[config.mk]
export PLATFORM = sky130hd
export DESIGN_NAME = elevator_request_queue_unit_flat
export DESIGN_NICKNAME = d
export VERILOG_FILES = /design/src/rtl/eleq_pkg.sv /design/src/rtl/eleq_if.sv /design/src/rtl/eleq_ram.sv /design/src/rtl/eleq_ctrl.sv /design/src/rtl/eleq_dp.sv /design/src/rtl/elevator_request_queue_unit.sv /design/src/flat_wrapper.sv
export SDC_FILE = /design/constraint.sdc
export NUM_CORES = 1
export LEC_CHECK = 0
export BUFFER_PORTS_ARGS = -buffer_cell sky130_fd_sc_hd__buf_2
export CAP_MARGIN = 20
export CELL_PAD_IN_SITES_DETAIL_PLACEMENT = 0
export CELL_PAD_IN_SITES_GLOBAL_PLACEMENT = 1
export CORE_ASPECT_RATIO = 1.2
export CORE_MARGIN = 4
export CORE_UTILIZATION = 48
export DETAILED_ROUTE_END_ITERATION = 8
export HOLD_SLACK_MARGIN = 0.02
export PLACE_DENSITY_LB_ADDON = 0.1
export SLEW_MARGIN = 5
export SYNTH_ARGS = -nofsm -noshare
export SYNTH_HDL_FRONTEND = slang
export SYNTH_HIERARCHICAL = 1
export SYNTH_SLANG_ARGS = --single-unit
[constraint.sdc]
create_clock -name clk -period 5.2 [get_ports clk]
set_clock_uncertainty 0.15 [all_clocks]
set_input_delay 0.52 -clock clk [delete_from_list [all_inputs] [get_ports clk]]
set_output_delay 0.52 -clock clk [all_outputs]
set_load 0.02 [all_outputs]
[src/rtl/eleq_pkg.sv]
// Types and codes shared by the elevator request queue modules
package eleq_pkg;

  localparam int ACT_BITS = 3;

  typedef enum logic [ACT_BITS-1:0] {
    ACT_INSERT = 3'd0,
    ACT_PAIR   = 3'd1,
    ACT_REMOVE = 3'd2,
    ACT_TAKE   = 3'd3,
    ACT_MARK   = 3'd4
  } action_t;

  typedef enum logic [2:0] {
    IDX_HOLD, IDX_ZERO, IDX_ONE, IDX_INC, IDX_DEC, IDX_USED
  } idx_op_t;

  typedef enum logic [2:0] {
    RD_NONE, RD_IDX, RD_IDX_M1, RD_IDX_P1, RD_ZERO
  } rd_sel_t;

  typedef enum logic [2:0] {
    WR_NONE, WR_SHIFT_UP, WR_SHIFT_DN, WR_NEW, WR_MARK
  } wr_sel_t;

  typedef struct packed {
    logic    load;
    logic    set_ins;
    logic    ins_second;
    idx_op_t idx_op;
    rd_sel_t rd_sel;
    wr_sel_t wr_sel;
    logic    pos_idx;
    logic    pos_used;
    logic    prev_upd;
    logic    used_inc;
    logic    used_dec;
    logic    set_drop;
    logic    set_found;
    logic    out_load;
  } cmd_t;

  typedef struct packed {
    logic [ACT_BITS-1:0] act;
    logic second;
    logic idx_lt_used;
    logic idx_gt_pos;
    logic idx_p1_lt_used;
    logic used_zero;
    logic full;
    logic dup;
    logic hit;
    logic shown;
    logic out_free;
  } sts_t;

endpackage

[src/rtl/eleq_if.sv]
// Request and response channel interfaces
interface eleq_req_if #(parameter int FLOOR_BITS = 7) ();
  logic                         valid;
  logic                         ready;
  logic [eleq_pkg::ACT_BITS-1:0] action;
  logic signed [FLOOR_BITS-1:0] first_floor;
  logic signed [FLOOR_BITS-1:0] second_floor;
  logic                         stop_dir;
  modport source (output valid, action, first_floor, second_floor, stop_dir, input ready);
  modport sink (input valid, action, first_floor, second_floor, stop_dir, output ready);
endinterface

interface eleq_rsp_if #(parameter int FLOOR_BITS = 7, parameter int CNT_BITS = 6) ();
  logic                         valid;
  logic                         ready;
  logic signed [FLOOR_BITS-1:0] floor_out;
  logic                         floor_valid;
  logic signed [FLOOR_BITS-1:0] head_floor;
  logic                         is_empty;
  logic [CNT_BITS-1:0]          stop_count;
  logic                         dropped;
  modport source (output valid, floor_out, floor_valid, head_floor, is_empty, stop_count,
                  dropped, input ready);
  modport sink (input valid, floor_out, floor_valid, head_floor, is_empty, stop_count,
                dropped, output ready);
endinterface

[src/rtl/eleq_ram.sv]
// Generic single write, single read RAM with registered read data
module eleq_ram #(
  parameter int WIDTH = 8,
  parameter int DEPTH = 32
) (
  input  logic                     clk,
  input  logic                     we,
  input  logic [$clog2(DEPTH)-1:0] waddr,
  input  logic [WIDTH-1:0]         wdata,
  input  logic                     re,
  input  logic [$clog2(DEPTH)-1:0] raddr,
  output logic [WIDTH-1:0]         rdata
);
  logic [WIDTH-1:0] mem [DEPTH];

  always_ff @(posedge clk) begin
    if (we) begin
      mem[waddr] <= wdata;
    end
    if (re) begin
      rdata <= mem[raddr];
    end
  end
endmodule

[src/rtl/eleq_ctrl.sv]
// Sequencer for the request queue: walks, shifts and marks list entries
module eleq_ctrl (
  input  logic             clk,
  input  logic             rst,
  input  logic             req_valid,
  output logic             req_ready,
  input  eleq_pkg::sts_t   sts,
  output eleq_pkg::cmd_t   cmd
);
  typedef enum logic [19:0] {
    S_IDLE       = 20'h00001,
    S_DISP       = 20'h00002,
    S_INS_START  = 20'h00004,
    S_INS_RD     = 20'h00008,
    S_INS_CHK    = 20'h00010,
    S_INS_PLACE  = 20'h00020,
    S_SH_RD      = 20'h00040,
    S_SH_WR      = 20'h00080,
    S_INS_WR     = 20'h00100,
    S_INS_DONE   = 20'h00200,
    S_REM_RD     = 20'h00400,
    S_REM_WR     = 20'h00800,
    S_TN_RD      = 20'h01000,
    S_TN_CHK     = 20'h02000,
    S_MP_RD      = 20'h04000,
    S_MP_CHK     = 20'h08000,
    S_MP_MARK_RD = 20'h10000,
    S_MP_MARK    = 20'h20000,
    S_HEAD_RD    = 20'h40000,
    S_HEAD_CAP   = 20'h80000
  } state_t;

  state_t state, state_next;

  always_ff @(posedge clk) begin
    if (rst) begin
      state <= S_IDLE;
    end else begin
      state <= state_next;
    end
  end

  assign req_ready = (state == S_IDLE);

  always_comb begin
    cmd        = '0;
    cmd.idx_op = eleq_pkg::IDX_HOLD;
    cmd.rd_sel = eleq_pkg::RD_NONE;
    cmd.wr_sel = eleq_pkg::WR_NONE;
    state_next = state;
    case (state)
      S_IDLE: begin
        if (req_valid) begin
          cmd.load   = 1'b1;
          state_next = S_DISP;
        end
      end
      S_DISP: begin
        case (sts.act)
          eleq_pkg::ACT_INSERT, eleq_pkg::ACT_PAIR: begin
            cmd.set_ins = 1'b1;
            state_next  = S_INS_START;
          end
          eleq_pkg::ACT_REMOVE: begin
            if (sts.used_zero) begin
              state_next = S_HEAD_RD;
            end else begin
              cmd.idx_op = eleq_pkg::IDX_ONE;
              state_next = S_REM_RD;
            end
          end
          eleq_pkg::ACT_TAKE: begin
            cmd.idx_op = eleq_pkg::IDX_ZERO;
            state_next = S_TN_RD;
          end
          eleq_pkg::ACT_MARK: begin
            cmd.idx_op = eleq_pkg::IDX_ZERO;
            state_next = sts.used_zero ? S_HEAD_RD : S_MP_RD;
          end
          default: state_next = S_HEAD_RD;
        endcase
      end
      S_INS_START: begin
        cmd.idx_op   = eleq_pkg::IDX_ZERO;
        cmd.pos_used = 1'b1;
        state_next   = S_INS_RD;
      end
      S_INS_RD: begin
        if (sts.idx_lt_used) begin
          cmd.rd_sel = eleq_pkg::RD_IDX;
          state_next = S_INS_CHK;
        end else begin
          state_next = S_INS_PLACE;
        end
      end
      S_INS_CHK: begin
        if (sts.dup) begin
          state_next = S_INS_DONE;
        end else if (sts.hit) begin
          cmd.pos_idx = 1'b1;
          state_next  = S_INS_PLACE;
        end else begin
          cmd.prev_upd = 1'b1;
          cmd.idx_op   = eleq_pkg::IDX_INC;
          state_next   = S_INS_RD;
        end
      end
      S_INS_PLACE: begin
        if (sts.full) begin
          cmd.set_drop = 1'b1;
          state_next   = S_INS_DONE;
        end else begin
          cmd.idx_op = eleq_pkg::IDX_USED;
          state_next = S_SH_RD;
        end
      end
      S_SH_RD: begin
        if (sts.idx_gt_pos) begin
          cmd.rd_sel = eleq_pkg::RD_IDX_M1;
          state_next = S_SH_WR;
        end else begin
          state_next = S_INS_WR;
        end
      end
      S_SH_WR: begin
        cmd.wr_sel = eleq_pkg::WR_SHIFT_UP;
        cmd.idx_op = eleq_pkg::IDX_DEC;
        state_next = S_SH_RD;
      end
      S_INS_WR: begin
        cmd.wr_sel   = eleq_pkg::WR_NEW;
        cmd.used_inc = 1'b1;
        state_next   = S_INS_DONE;
      end
      S_INS_DONE: begin
        if (sts.act == eleq_pkg::ACT_PAIR && !sts.second) begin
          cmd.set_ins    = 1'b1;
          cmd.ins_second = 1'b1;
          state_next     = S_INS_START;
        end else begin
          state_next = S_HEAD_RD;
        end
      end
      S_REM_RD: begin
        if (sts.idx_lt_used) begin
          cmd.rd_sel = eleq_pkg::RD_IDX;
          state_next = S_REM_WR;
        end else begin
          cmd.used_dec = 1'b1;
          state_next   = S_HEAD_RD;
        end
      end
      S_REM_WR: begin
        cmd.wr_sel = eleq_pkg::WR_SHIFT_DN;
        cmd.idx_op = eleq_pkg::IDX_INC;
        state_next = S_REM_RD;
      end
      S_TN_RD: begin
        if (sts.idx_lt_used) begin
          cmd.rd_sel = eleq_pkg::RD_IDX;
          state_next = S_TN_CHK;
        end else begin
          state_next = S_HEAD_RD;
        end
      end
      S_TN_CHK: begin
        if (!sts.shown) begin
          cmd.wr_sel    = eleq_pkg::WR_MARK;
          cmd.set_found = 1'b1;
          state_next    = S_HEAD_RD;
        end else begin
          cmd.idx_op = eleq_pkg::IDX_INC;
          state_next = S_TN_RD;
        end
      end
      S_MP_RD: begin
        if (sts.idx_p1_lt_used) begin
          cmd.rd_sel = eleq_pkg::RD_IDX_P1;
          state_next = S_MP_CHK;
        end else begin
          state_next = S_MP_MARK_RD;
        end
      end
      S_MP_CHK: begin
        if (sts.shown) begin
          cmd.idx_op = eleq_pkg::IDX_INC;
          state_next = S_MP_RD;
        end else begin
          state_next = S_MP_MARK_RD;
        end
      end
      S_MP_MARK_RD: begin
        cmd.rd_sel = eleq_pkg::RD_IDX;
        state_next = S_MP_MARK;
      end
      S_MP_MARK: begin
        cmd.wr_sel    = eleq_pkg::WR_MARK;
        cmd.set_found = 1'b1;
        state_next    = S_HEAD_RD;
      end
      S_HEAD_RD: begin
        cmd.rd_sel = eleq_pkg::RD_ZERO;
        state_next = S_HEAD_CAP;
      end
      S_HEAD_CAP: begin
        // hold here until the previous word has left the output register
        if (sts.out_free) begin
          cmd.out_load = 1'b1;
          state_next   = S_IDLE;
        end
      end
      default: state_next = S_IDLE;
    endcase
  end
endmodule

[src/rtl/eleq_dp.sv]
// Datapath for the request queue: list memory, index, count and result register
module eleq_dp #(
  parameter int MAX_STOPS  = 32,
  parameter int FLOOR_BITS = 7,
  localparam int IW = $clog2(MAX_STOPS + 1),
  localparam int AW = $clog2(MAX_STOPS)
) (
  input  logic                          clk,
  input  logic                          rst,
  input  eleq_pkg::cmd_t                cmd,
  output eleq_pkg::sts_t                sts,
  input  logic [eleq_pkg::ACT_BITS-1:0] in_action,
  input  logic signed [FLOOR_BITS-1:0]  in_first,
  input  logic signed [FLOOR_BITS-1:0]  in_second,
  input  logic                          in_dir,
  output logic                          out_valid,
  input  logic                          out_ready,
  output logic signed [FLOOR_BITS-1:0]  floor_out,
  output logic                          floor_valid,
  output logic signed [FLOOR_BITS-1:0]  head_floor,
  output logic                          is_empty,
  output logic [IW-1:0]                 stop_count,
  output logic                          dropped
);
  localparam int EW = FLOOR_BITS + 2;

  logic [eleq_pkg::ACT_BITS-1:0] act;
  logic signed [FLOOR_BITS-1:0]  f1, f2, cur_floor, fout;
  logic                          dir_in, cur_dir, second, prev_dir, drop, found;
  logic [IW-1:0]                 idx, pos, used, idx_m1, idx_p1;

  logic                          we, re;
  logic [AW-1:0]                 waddr, raddr;
  logic [EW-1:0]                 wdata, rdata;
  logic signed [FLOOR_BITS-1:0]  rd_floor;
  logic                          rd_dir, rd_shown;

  assign rd_floor = rdata[EW-1:2];
  assign rd_dir   = rdata[1];
  assign rd_shown = rdata[0];
  assign idx_m1   = idx - IW'(1);
  assign idx_p1   = idx + IW'(1);

  always_ff @(posedge clk) begin
    if (cmd.load) begin
      act    <= in_action;
      f1     <= in_first;
      f2     <= in_second;
      dir_in <= in_dir;
      drop   <= 1'b0;
      found  <= 1'b0;
      fout   <= '0;
    end
    if (cmd.set_ins) begin
      second    <= cmd.ins_second;
      cur_floor <= cmd.ins_second ? f2 : f1;
      // a pair runs down when source lies above destination
      cur_dir   <= (act == eleq_pkg::ACT_PAIR) ? (f1 > f2) : dir_in;
    end
    case (cmd.idx_op)
      eleq_pkg::IDX_ZERO: idx <= '0;
      eleq_pkg::IDX_ONE:  idx <= IW'(1);
      eleq_pkg::IDX_INC:  idx <= idx_p1;
      eleq_pkg::IDX_DEC:  idx <= idx_m1;
      eleq_pkg::IDX_USED: idx <= used;
      default:            idx <= idx;
    endcase
    if (cmd.pos_used) begin
      pos <= used;
    end else if (cmd.pos_idx) begin
      pos <= idx;
    end
    if (cmd.prev_upd) begin
      prev_dir <= rd_dir;
    end
    if (cmd.set_drop) begin
      drop <= 1'b1;
    end
    if (cmd.set_found) begin
      found <= 1'b1;
      fout  <= rd_floor;
    end
    if (cmd.out_load) begin
      floor_out   <= found ? fout : '0;
      floor_valid <= found;
      head_floor  <= (used == '0) ? '0 : rd_floor;
      is_empty    <= (used == '0);
      stop_count  <= used;
      dropped     <= drop;
    end
  end

  always_ff @(posedge clk) begin
    if (rst) begin
      used      <= '0;
      out_valid <= 1'b0;
    end else begin
      if (cmd.used_inc) begin
        used <= used + IW'(1);
      end else if (cmd.used_dec) begin
        used <= used - IW'(1);
      end
      if (cmd.out_load) begin
        out_valid <= 1'b1;
      end else if (out_ready) begin
        out_valid <= 1'b0;
      end
    end
  end

  always_comb begin
    re    = 1'b1;
    raddr = '0;
    case (cmd.rd_sel)
      eleq_pkg::RD_IDX:    raddr = idx[AW-1:0];
      eleq_pkg::RD_IDX_M1: raddr = idx_m1[AW-1:0];
      eleq_pkg::RD_IDX_P1: raddr = idx_p1[AW-1:0];
      eleq_pkg::RD_ZERO:   raddr = '0;
      default:             re    = 1'b0;
    endcase
  end

  always_comb begin
    we    = 1'b1;
    waddr = idx[AW-1:0];
    wdata = rdata;
    case (cmd.wr_sel)
      eleq_pkg::WR_SHIFT_UP: waddr = idx[AW-1:0];
      eleq_pkg::WR_SHIFT_DN: waddr = idx_m1[AW-1:0];
      eleq_pkg::WR_NEW: begin
        waddr = pos[AW-1:0];
        wdata = {cur_floor, cur_dir, 1'b0};
      end
      eleq_pkg::WR_MARK: wdata = {rd_floor, rd_dir, 1'b1};
      default:           we = 1'b0;
    endcase
  end

  eleq_ram #(.WIDTH(EW), .DEPTH(MAX_STOPS)) u_ram (
    .clk   (clk),
    .we    (we),
    .waddr (waddr),
    .wdata (wdata),
    .re    (re),
    .raddr (raddr),
    .rdata (rdata)
  );

  always_comb begin
    sts                = '0;
    sts.act            = act;
    sts.second         = second;
    sts.idx_lt_used    = (idx < used);
    sts.idx_gt_pos     = (idx > pos);
    sts.idx_p1_lt_used = ({1'b0, idx} + (IW+1)'(1)) < {1'b0, used};
    sts.used_zero      = (used == '0);
    sts.full           = (used >= IW'(MAX_STOPS));
    sts.dup            = (rd_dir == cur_dir) && (rd_floor == cur_floor) && !rd_shown;
    sts.hit            = (!cur_dir && !rd_dir && (cur_floor < rd_floor)) ||
                         (cur_dir && rd_dir && (cur_floor > rd_floor)) ||
                         ((rd_dir != cur_dir) && (idx != '0) && (prev_dir == cur_dir));
    sts.shown          = rd_shown;
    sts.out_free       = !out_valid || out_ready;
  end
endmodule

[src/rtl/elevator_request_queue_unit.sv]
// Elevator request queue: top level joining sequencer and datapath
//
// channel  dir  word
// req      in   action, first_floor, second_floor, stop_dir
// rsp      out  floor_out, floor_valid, head_floor, is_empty, stop_count, dropped
//
// One request at a time; each list access goes through the single memory read port.
// Insert walks the list and shifts later entries up, twice over for a pair.
// Remove shifts the entries behind the head down; take-next and mark-previous walk the list.
// rst clears the count and output valid; list contents are not cleared.
// A stalled rsp holds the word and blocks only the next finished result.
module elevator_request_queue_unit #(
  parameter int MAX_STOPS  = 32,
  parameter int FLOOR_BITS = 7
) (
  input logic       clk,
  input logic       rst,
  eleq_req_if.sink  req,
  eleq_rsp_if.source rsp
);
  eleq_pkg::cmd_t cmd;
  eleq_pkg::sts_t sts;

  eleq_ctrl u_ctrl (
    .clk       (clk),
    .rst       (rst),
    .req_valid (req.valid),
    .req_ready (req.ready),
    .sts       (sts),
    .cmd       (cmd)
  );

  eleq_dp #(.MAX_STOPS(MAX_STOPS), .FLOOR_BITS(FLOOR_BITS)) u_dp (
    .clk         (clk),
    .rst         (rst),
    .cmd         (cmd),
    .sts         (sts),
    .in_action   (req.action),
    .in_first    (req.first_floor),
    .in_second   (req.second_floor),
    .in_dir      (req.stop_dir),
    .out_valid   (rsp.valid),
    .out_ready   (rsp.ready),
    .floor_out   (rsp.floor_out),
    .floor_valid (rsp.floor_valid),
    .head_floor  (rsp.head_floor),
    .is_empty    (rsp.is_empty),
    .stop_count  (rsp.stop_count),
    .dropped     (rsp.dropped)
  );
endmodule

[src/flat_wrapper.sv]
// flat-port wrapper written by rule: the top's interface ports become plain ports
module elevator_request_queue_unit_flat 
#(
  parameter int MAX_STOPS  = 32,
  parameter int FLOOR_BITS = 7
)
  (clk, rst, req_valid, req_action, req_first_floor, req_second_floor, req_stop_dir, req_ready, rsp_valid, rsp_floor_out, rsp_floor_valid, rsp_head_floor, rsp_is_empty, rsp_stop_count, rsp_dropped, rsp_ready);
  eleq_req_if #(.FLOOR_BITS(FLOOR_BITS)) req_i ();
  eleq_rsp_if #(.FLOOR_BITS(FLOOR_BITS)) rsp_i ();
  input logic clk;
  input logic rst;
  input wire logic [$bits(req_i.valid)-1:0] req_valid;
  input wire logic [$bits(req_i.action)-1:0] req_action;
  input wire logic [$bits(req_i.first_floor)-1:0] req_first_floor;
  input wire logic [$bits(req_i.second_floor)-1:0] req_second_floor;
  input wire logic [$bits(req_i.stop_dir)-1:0] req_stop_dir;
  output wire logic [$bits(req_i.ready)-1:0] req_ready;
  output wire logic [$bits(rsp_i.valid)-1:0] rsp_valid;
  output wire logic [$bits(rsp_i.floor_out)-1:0] rsp_floor_out;
  output wire logic [$bits(rsp_i.floor_valid)-1:0] rsp_floor_valid;
  output wire logic [$bits(rsp_i.head_floor)-1:0] rsp_head_floor;
  output wire logic [$bits(rsp_i.is_empty)-1:0] rsp_is_empty;
  output wire logic [$bits(rsp_i.stop_count)-1:0] rsp_stop_count;
  output wire logic [$bits(rsp_i.dropped)-1:0] rsp_dropped;
  input wire logic [$bits(rsp_i.ready)-1:0] rsp_ready;
  assign req_i.valid = req_valid;
  assign req_i.action = req_action;
  assign req_i.first_floor = req_first_floor;
  assign req_i.second_floor = req_second_floor;
  assign req_i.stop_dir = req_stop_dir;
  assign req_ready = req_i.ready;
  assign rsp_valid = rsp_i.valid;
  assign rsp_floor_out = rsp_i.floor_out;
  assign rsp_floor_valid = rsp_i.floor_valid;
  assign rsp_head_floor = rsp_i.head_floor;
  assign rsp_is_empty = rsp_i.is_empty;
  assign rsp_stop_count = rsp_i.stop_count;
  assign rsp_dropped = rsp_i.dropped;
  assign rsp_i.ready = rsp_ready;
  elevator_request_queue_unit #(.MAX_STOPS(MAX_STOPS), .FLOOR_BITS(FLOOR_BITS)) u_core (.clk(clk), .rst(rst), .req(req_i), .rsp(rsp_i));
endmodule
==> metrics.md, run 1 <==
| Metric | Value |
|---|---|
| Status | `finished, final reports clean` |
| Die Ht | `between 200 and 250 um` |
| Largest net degree at the start of global routing | `46` |
| HP Start | `rsp_ready` |
| Unrepaired setup endpoints after global routing | `no` |
| CTS Sinks | `396` |
| Ys async rst share | `0%` |
| Fin nets | `1276` |
| Largest family of logic cells by synthesized area | `multiplexers` |
| DRC viols | `0` |
| # placed instances | `1619` |
| Via-to-Cell Ratio | `5.67` |
| Xor and xnor area share after synthesis | `1.01%` |
| FILL cells | `2797` |
| Worst-path fanout max | `22` |
| Clk_lat worst skew | `0.55 ns` |
| Critical Path AT | `5.08 ns` |
| GR Util All Layers | `20.3%` |
| Synth Register Bits | `between 300 and 400` |
| N_diodes | `0` |
| Synthesized area per cell | `16.2 um2` |
| Initial Utilization | `48.5%` |
| Adder-cell share of the synthesized area | `2.92%` |
| Leakage | `5.60 nW` |
| Placeable Area | `0.0358 mm2` |
| Crit path launch | `u_core/u_dp/idx[0]` |
| Cts bufs inserted | `42` |
| Biggest register | `u_core/u_dp/u_ram/mem` |
| Register area share after synthesis | `66.7%` |
| Die Span X | `182 um` |
| Antenna-violating nets left | `0` |
| Simple-Gate Fraction of Synth Area | `8.77%` |
| Initial DRC count | `752` |
| Yosys warnings | `6` |
| Grt ovf | `0` |
| Met1 Routed Length | `16700 um` |
| Worst-path clk slew | `0.06 ns` |
| Synth Cell Area | `0.0174 mm2` |
| Post-synthesis instance total | `1072` |
| Max-cap violations | `0` |
| Drt first pass iters | `5` |
| Period utilisation layout | `95.0%` |
| Worst-Margin Slew | `0.944 ns` |
| I/O Pins | `47` |
| Multiplexer share of the synthesized area | `13.5%` |
| Post-DP HPWL | `26800 um` |
| Maximum vdd drop | `286 uV` |
| Number of H-tree levels | `2` |
| Layout cells sized above 1 | `27.0%` |
| Area delta synth->final | `16.1%` |
| Met2 routed WL | `19900 um` |
| Initial antenna violation count | `0` |
| Worst r2r src | `u_core/u_dp/idx[0]` |
| Crit. End Element | `flip-flop` |
| Crit path kind | `reg -> reg` |
| EDFF count, synth | `367` |
| Routed WL per cell | `approximately 23 um` |
| Fin crit period | `4.94 ns` |
| Multi-input gate area | `about 0.0054 mm2` |
| Power Density | `between 300 and 400 mW/mm2` |
| Final setup viols | `0` |
| Main synth FF type | `edfxtp_1` |
| Longest Clk Path Bufs | `3` |
| Most frequent cells in the layout | `edfxtp_1 (367), mux4_2 (90), nor2_1 (79), buf_4 (77), inv_1 (49)` |
| Cell Count, Final, Fillers Out | `1714` |
| Compound-Gate Fraction of Synth Area | `4.35%` |
| Fin. Hold Viols | `0` |
| Buffers on Ports | `46` |
| Critical Path RT | `about 5.3 ns` |
| TritonCTS clock tree | `yes` |
| Met3 WL post-DR | `1920 um` |
| Die ar. | `0.0394 mm2` |
| First-pass GRT wire length | `61000 um` |
| CTS Root Cell | `clkbuf_16` |
| Most common cell after layout, fill and taps aside | `edfxtp_1` |
| Largest register FFs | `~290` |
| Slew Viols, Final | `0` |
| Reg area | `between 0.01 and 0.015 mm2` |
| Core Rows | `76` |
| Slew margin rel. | `36.9%` |
| Hold crit path type | `in -> reg` |
| Highest routed layer | `met4` |
| Vias | `9719` |
| Net Count, Synth | `1134` |
| Setup TNS | `0 ns` |
| Regs by FF count | `u_core/u_dp/u_ram/mem x288, u_core/u_ctrl/state x20, u_core/u_dp/u_ram/rdata x9` |
| Crit path launch type | `flip-flop` |
| Final GP Congestion | `0.854` |
| Final WL | `39600 um` |
| Library cells used by synthesis | `69` |
| Number of global-route vias before repair | `about 9800` |
| Max Clk Rate | `0.202 GHz` |
-- worst max-delay path: stages, from the launching register on --
cell,delay [ns]
edfxtp_1,0.41
inv_1,0.09
ha_1,0.32
ha_1,0.27
a21boi_0,0.12
o21ai_0,0.17
a21oi_1,0.10
a31oi_2,0.23
nand2_1,0.07
or4_4,0.43
o21ai_0,0.15
nand2_1,0.15
a21oi_4,0.21
buf_12,0.18
buf_12,0.22
mux4_2,0.57
mux4_2,0.53
mux2_2,0.28
-- stage by stage --
| step | power (mW) | util [%] | area (um2) | hold slack [ns] | worst slack, ns |
|---|---|---|---|---|---|
| global route | 6.64 | 56.3 | 20200 | 0.154 | 0.0183 |
| CTS | 6.49 | 56.2 | 20200 | 0.132 | 0.0526 |
| detailed placement | 3.65 | 52.1 | 18700 | 0.275 | 0.0843 |
| finish | 6.41 | 56.3 | 20200 | 0.160 | 0.258 |
| floorplan | 3.61 | - | 17400 | 0.259 | 0.182 |
| global placement | 3.65 | 52.1 | 18700 | 0.271 | 0.138 |
-- final timing paths --
| path | to | slack, ns | depth (start not counted) |
|---|---|---|---|
| max | u_core/u_dp/u_ram/rdata[5] | 0.26 | 17 |
| min | u_core/u_dp/out_valid | 0.16 | 3 |
| max reg2reg | u_core/u_dp/u_ram/rdata[5] | 0.26 | 17 |
| min reg2reg | u_core/u_dp/dropped | 0.29 | 0 |
-- synth_stat cells (20+ instances only) --
cell / number / area, um2
mux2_2: 25 / 282
dfxtp_1: 29 / 581
nor2_1: 82 / 308
inv_1: 49 / 184
mux4_2: 90 / 2030
ha_1: 39 / 488
nor3_1: 22 / 110
o21ai_0: 29 / 145
edfxtp_1: 367 / 11000
and2_1: 20 / 125
nand2_1: 42 / 158
nand3_1: 20 / 100
a21oi_1: 31 / 155
-- layer usage --
layer	track usage [%]	vias up
li1	-	4501
met2	34.3	263
met5	0	-
met3	3.06	55
met1	27.9	4900
met4	5.71	0
-- cell type report --
class | count | share of cell area, %
clock buffer | 57 | 5.75
clock inverter | 19 | 0.676
inverter | 49 | 0.911
multi-input combinational | 576 | 26.6
sequential | 396 | 57.5
tap | 468 | 2.90
timing repair buffer | 149 | 5.65
-- cell families (layout without fill, tap and decap cells) --
| family | Yosys count | in the layout |
|---|---|---|
| flip-flops | 396 | 396 |
| AND/OR/NAND/NOR | 278 | 278 |
| AO/OA/AOI/OAI | 119 | 119 |
| multiplexers | 119 | 119 |
| buffers and inverters | 100 | 274 |
| adder cells (fa/ha/maj) | 40 | 40 |
| XOR/XNOR | 20 | 20 |
-- power by group --
part / internal [mW] / switching [mW]
registers: 3.46 / 0.0128
logic: 0.0522 / 0.0693
clock network: 1.62 / 1.20
total: 5.13 / 1.28
-- what timing repair did --
action                                  4_1_cts  5_1_grt
endpoints found under the setup margin        0        9
endpoints found under the hold margin        18        0
gates resized for setup                       0        3
setup buffers                                 0        1
hold buffers                                 18        0
(Power assumes the default switching activity.)
==> run 2: changes to the inputs <==
--- a/config.mk
+++ b/config.mk
@@ -11,7 +11,7 @@
 export CELL_PAD_IN_SITES_GLOBAL_PLACEMENT = 1
 export CORE_ASPECT_RATIO = 1.2
 export CORE_MARGIN = 4
-export CORE_UTILIZATION = 48
+export CORE_UTILIZATION = 35
 export DETAILED_ROUTE_END_ITERATION = 8
 export HOLD_SLACK_MARGIN = 0.02
 export PLACE_DENSITY_LB_ADDON = 0.1
==> metrics.md, run 2 (synthesis results as in run 1) <==
| Metric | Value |
|---|---|
| Number of global-route vias before repair | `10200 (+4.3%)` |
| Die Span X | `212 um (+16%)` |
| Final WL | `45400 um (+15%)` |
| Highest routed layer | `met4` |
| Sw Ratio | `21.0% (+1.1 points)` |
| Number of H-tree levels | `2 (unchanged)` |
| Hold crit path type | `in -> reg` |
| Clk pwr share | `45.3% (+1.3 points)` |
| Met2 routed WL | `24200 um (+21%)` |
| GR Util All Layers | `17.0% (-3.3 points)` |
| Status | `finished, final reports clean` |
| Placeable Area | `0.0492 mm2 (+37%)` |
| Antenna-violating nets left | `0 (unchanged)` |
| Fin. Hold Viols | `0 (unchanged)` |
| Met3 WL post-DR | `1390 um (-28%)` |
| CTS Sinks | `396 (unchanged)` |
| CP max-delay cell | `mux4_2` |
| Fin nets | `1294 (+1.4%)` |
| Final GP Congestion | `0.854 (about the same)` |
| I/O Pins | `47 (unchanged)` |
| Max-cap violations | `0 (unchanged)` |
| Most frequent cells in the layout | `edfxtp_1 (367), mux4_2 (90), buf_4 (89), nor2_1 (79), inv_1 (49)` |
| Slew margin rel. | `28.8% (-8.0 points)` |
| CP max stage delay | `0.55 ns (-0.02 ns)` |
| Regs by FF count | `u_core/u_dp/u_ram/mem x288, u_core/u_ctrl/state x20, u_core/u_dp/u_ram/rdata x9` |
| Vias | `9779 (+0.62%)` |
| CTS Root Cell | `clkbuf_16` |
| Slew Viols, Final | `0 (unchanged)` |
| Max Clk Rate | `0.205 GHz (+1.2%)` |
| Routed WL per cell | `23.9 um (+3.7%)` |
| Maximum vdd drop | `216 uV (-24%)` |
| Area delta synth->final | `18.7%` |
| TritonCTS clock tree | `yes` |
| # placed instances | `1797 (+11%)` |
| Comb power frac | `1.9% (about the same)` |
| Cell chain of the critical path | `buf_4 > ha_1 > nand3_1 > xnor2_1 > ha_1 > a21oi_1 > o21ai_0 > a31oi_2 > nand2_1 > or4_4 > nand3_2 > buf_4 > nand3b_1 > a21oi_4 > buf_12 > buf_12 > mux4_2 > mux4_2 > mux2_2` |
| Internal power | `5.19 mW (+1.2%)` |
| Psw | `1.38 mW (+8.0%)` |
| Die ar. | `0.0533 mm2 (+36%)` |
| Worst-path fanout max | `11 (-50%)` |
| Cell Count, Final, Fillers Out | `1898 (+11%)` |
| Power Density | `318 mW/mm2 (+0.23%)` |
| DRC viols | `0 (unchanged)` |
| Via-to-Cell Ratio | `5.15 (-9.1%)` |
| N_diodes | `0 (unchanged)` |
| Biggest register | `u_core/u_dp/u_ram/mem` |
| Largest net degree at the start of global routing | `44 (-4.3%)` |
| Fin crit period | `4.88 ns (-0.0590 ns)` |
| Seq pwr share | `52.8% (-1.3 points)` |
| Leakage | `5.73 nW (+2.4%)` |
| Buffers on Ports | `46 (unchanged)` |
| Layout cells sized above 1 | `28.5% (+1.5 points)` |
| Met1 Routed Length | `18900 um (+13%)` |
| Worst Path Buf+Inv | `4 (+1)` |
| Crit path launch type | `flip-flop` |
| Die Ht | `252 um (+16%)` |
| Crit. End Element | `flip-flop` |
| Cts bufs inserted | `44 (+4.8%)` |
| Fin area | `0.0206 mm2 (+2.3%)` |
| Largest register FFs | `288 (unchanged)` |
| Clk_lat worst skew | `0.59 ns (+0.04 ns)` |
| Worst-path clk slew | `0.06 ns (about the same)` |
| First-pass GRT wire length | `67600 um (+11%)` |
| Critical Path AT | `5.06 ns (-0.02 ns)` |
| Longest Clk Path Bufs | `3 (unchanged)` |
| Initial Utilization | `35.3% (-13 points)` |
| Cell family with most CP delay | `multiplexers` |
| Post-DP HPWL | `30400 um (+13%)` |
| Critical Path RT | `5.37 ns (+0.03 ns)` |
| Grt ovf | `0 (unchanged)` |
| Worst-Margin Slew | `1.06 ns (+0.113 ns)` |
| Crit path kind | `reg -> reg` |
| Core Rows | `89 (+17%)` |
| Final setup viols | `0 (unchanged)` |
| Period utilisation layout | `93.9% (-1.1 points)` |
| Setup TNS | `0 ns (unchanged)` |
| Placed inst area | `0.0190 mm2 (+1.6%)` |
| Unrepaired setup endpoints after global routing | `no` |
| Initial DRC count | `662 (-12%)` |
| Initial antenna violation count | `0 (unchanged)` |
| Drt first pass iters | `5 (unchanged)` |
| Most common cell after layout, fill and taps aside | `edfxtp_1` |
run 2: cell types whose count changed in the layout (fill, tap and decap cells not counted), sizes merged:
cell      change
bufinv        +1
buf          +14
inv           +2
clkinv        -1
clkinvlp      +2
clkbuf        -3
run 2: layout make-up:
| class | count | area [um2] |
|---|---|---|
| multi-input combinational | 576 | 5380 |
| clock inverter | 23 | 213 |
| clock buffer | 52 | 1140 |
| sequential | 396 | 11600 |
| timing repair buffer | 165 | 1340 |
| inverter | 49 | 184 |
| tap | 637 | 797 |
| fill | 4483 | 28600 |
run 2: metrics by stage:
stage               setup WS, ns  power (mW)  hold slack (ns)  util [%]
detailed placement        0.0487        3.65            0.273      38.6
global placement          0.0438        3.65            0.267      38.6
floorplan                  0.182        3.61            0.259         -
CTS                       0.0151        6.67           0.0852      41.7
global route              0.0268        6.82            0.119      42.0
finish                     0.317        6.57            0.115      42.0
run 2: worst register-to-register path, stage by stage, from the launching register on:
cell,delay [ns]
edfxtp_1,0.44
buf_4,0.16
ha_1,0.23
nand3_1,0.14
xnor2_1,0.11
ha_1,0.19
a21oi_1,0.10
o21ai_0,0.11
a31oi_2,0.21
nand2_1,0.08
or4_4,0.44
nand3_2,0.13
buf_4,0.14
nand3b_1,0.12
a21oi_4,0.17
buf_12,0.19
buf_12,0.17
mux4_2,0.55
mux4_2,0.53
mux2_2,0.28
run 2: timing repair:
action	4_1_cts	5_1_grt
setup endpoints to repair	0	9
gates resized for setup	0	5
hold endpoints to repair	18	0
setup buffers	0	6
hold buffers	18	0
run 2: metal layers:
| metal | GRT usage (%) | up-vias |
|---|---|---|
| met3 | 2.53 | 65 |
| met4 | 4.18 | 0 |
| met2 | 31.0 | 154 |
| li1 | - | 4536 |
| met1 | 21.3 | 5024 |
| met5 | 0 | - |
run 2: final timing paths:
| kind | depth (start not counted) | slack (ns) | from | endpoint |
|---|---|---|---|---|
| min | 3 | 0.11 | rsp_ready | u_core/u_dp/out_valid |
| max reg2reg | 19 | 0.32 | u_core/u_dp/idx[0] | u_core/u_dp/u_ram/rdata[0] |
| min reg2reg | 0 | 0.28 | u_core/u_dp/drop | u_core/u_dp/dropped |
| max | 19 | 0.32 | u_core/u_dp/idx[0] | u_core/u_dp/u_ram/rdata[0] |
run 2: power by group through the flow:
stage / clock, mW / sequential [mW] / combinational (mW)
finish: 2.98 / 3.47 / 0.125
detailed placement: 0 / 3.54 / 0.116
global route: 3.21 / 3.47 / 0.140
global placement: 0 / 3.54 / 0.115
CTS: 3.07 / 3.47 / 0.127
floorplan: 0 / 3.53 / 0.0736
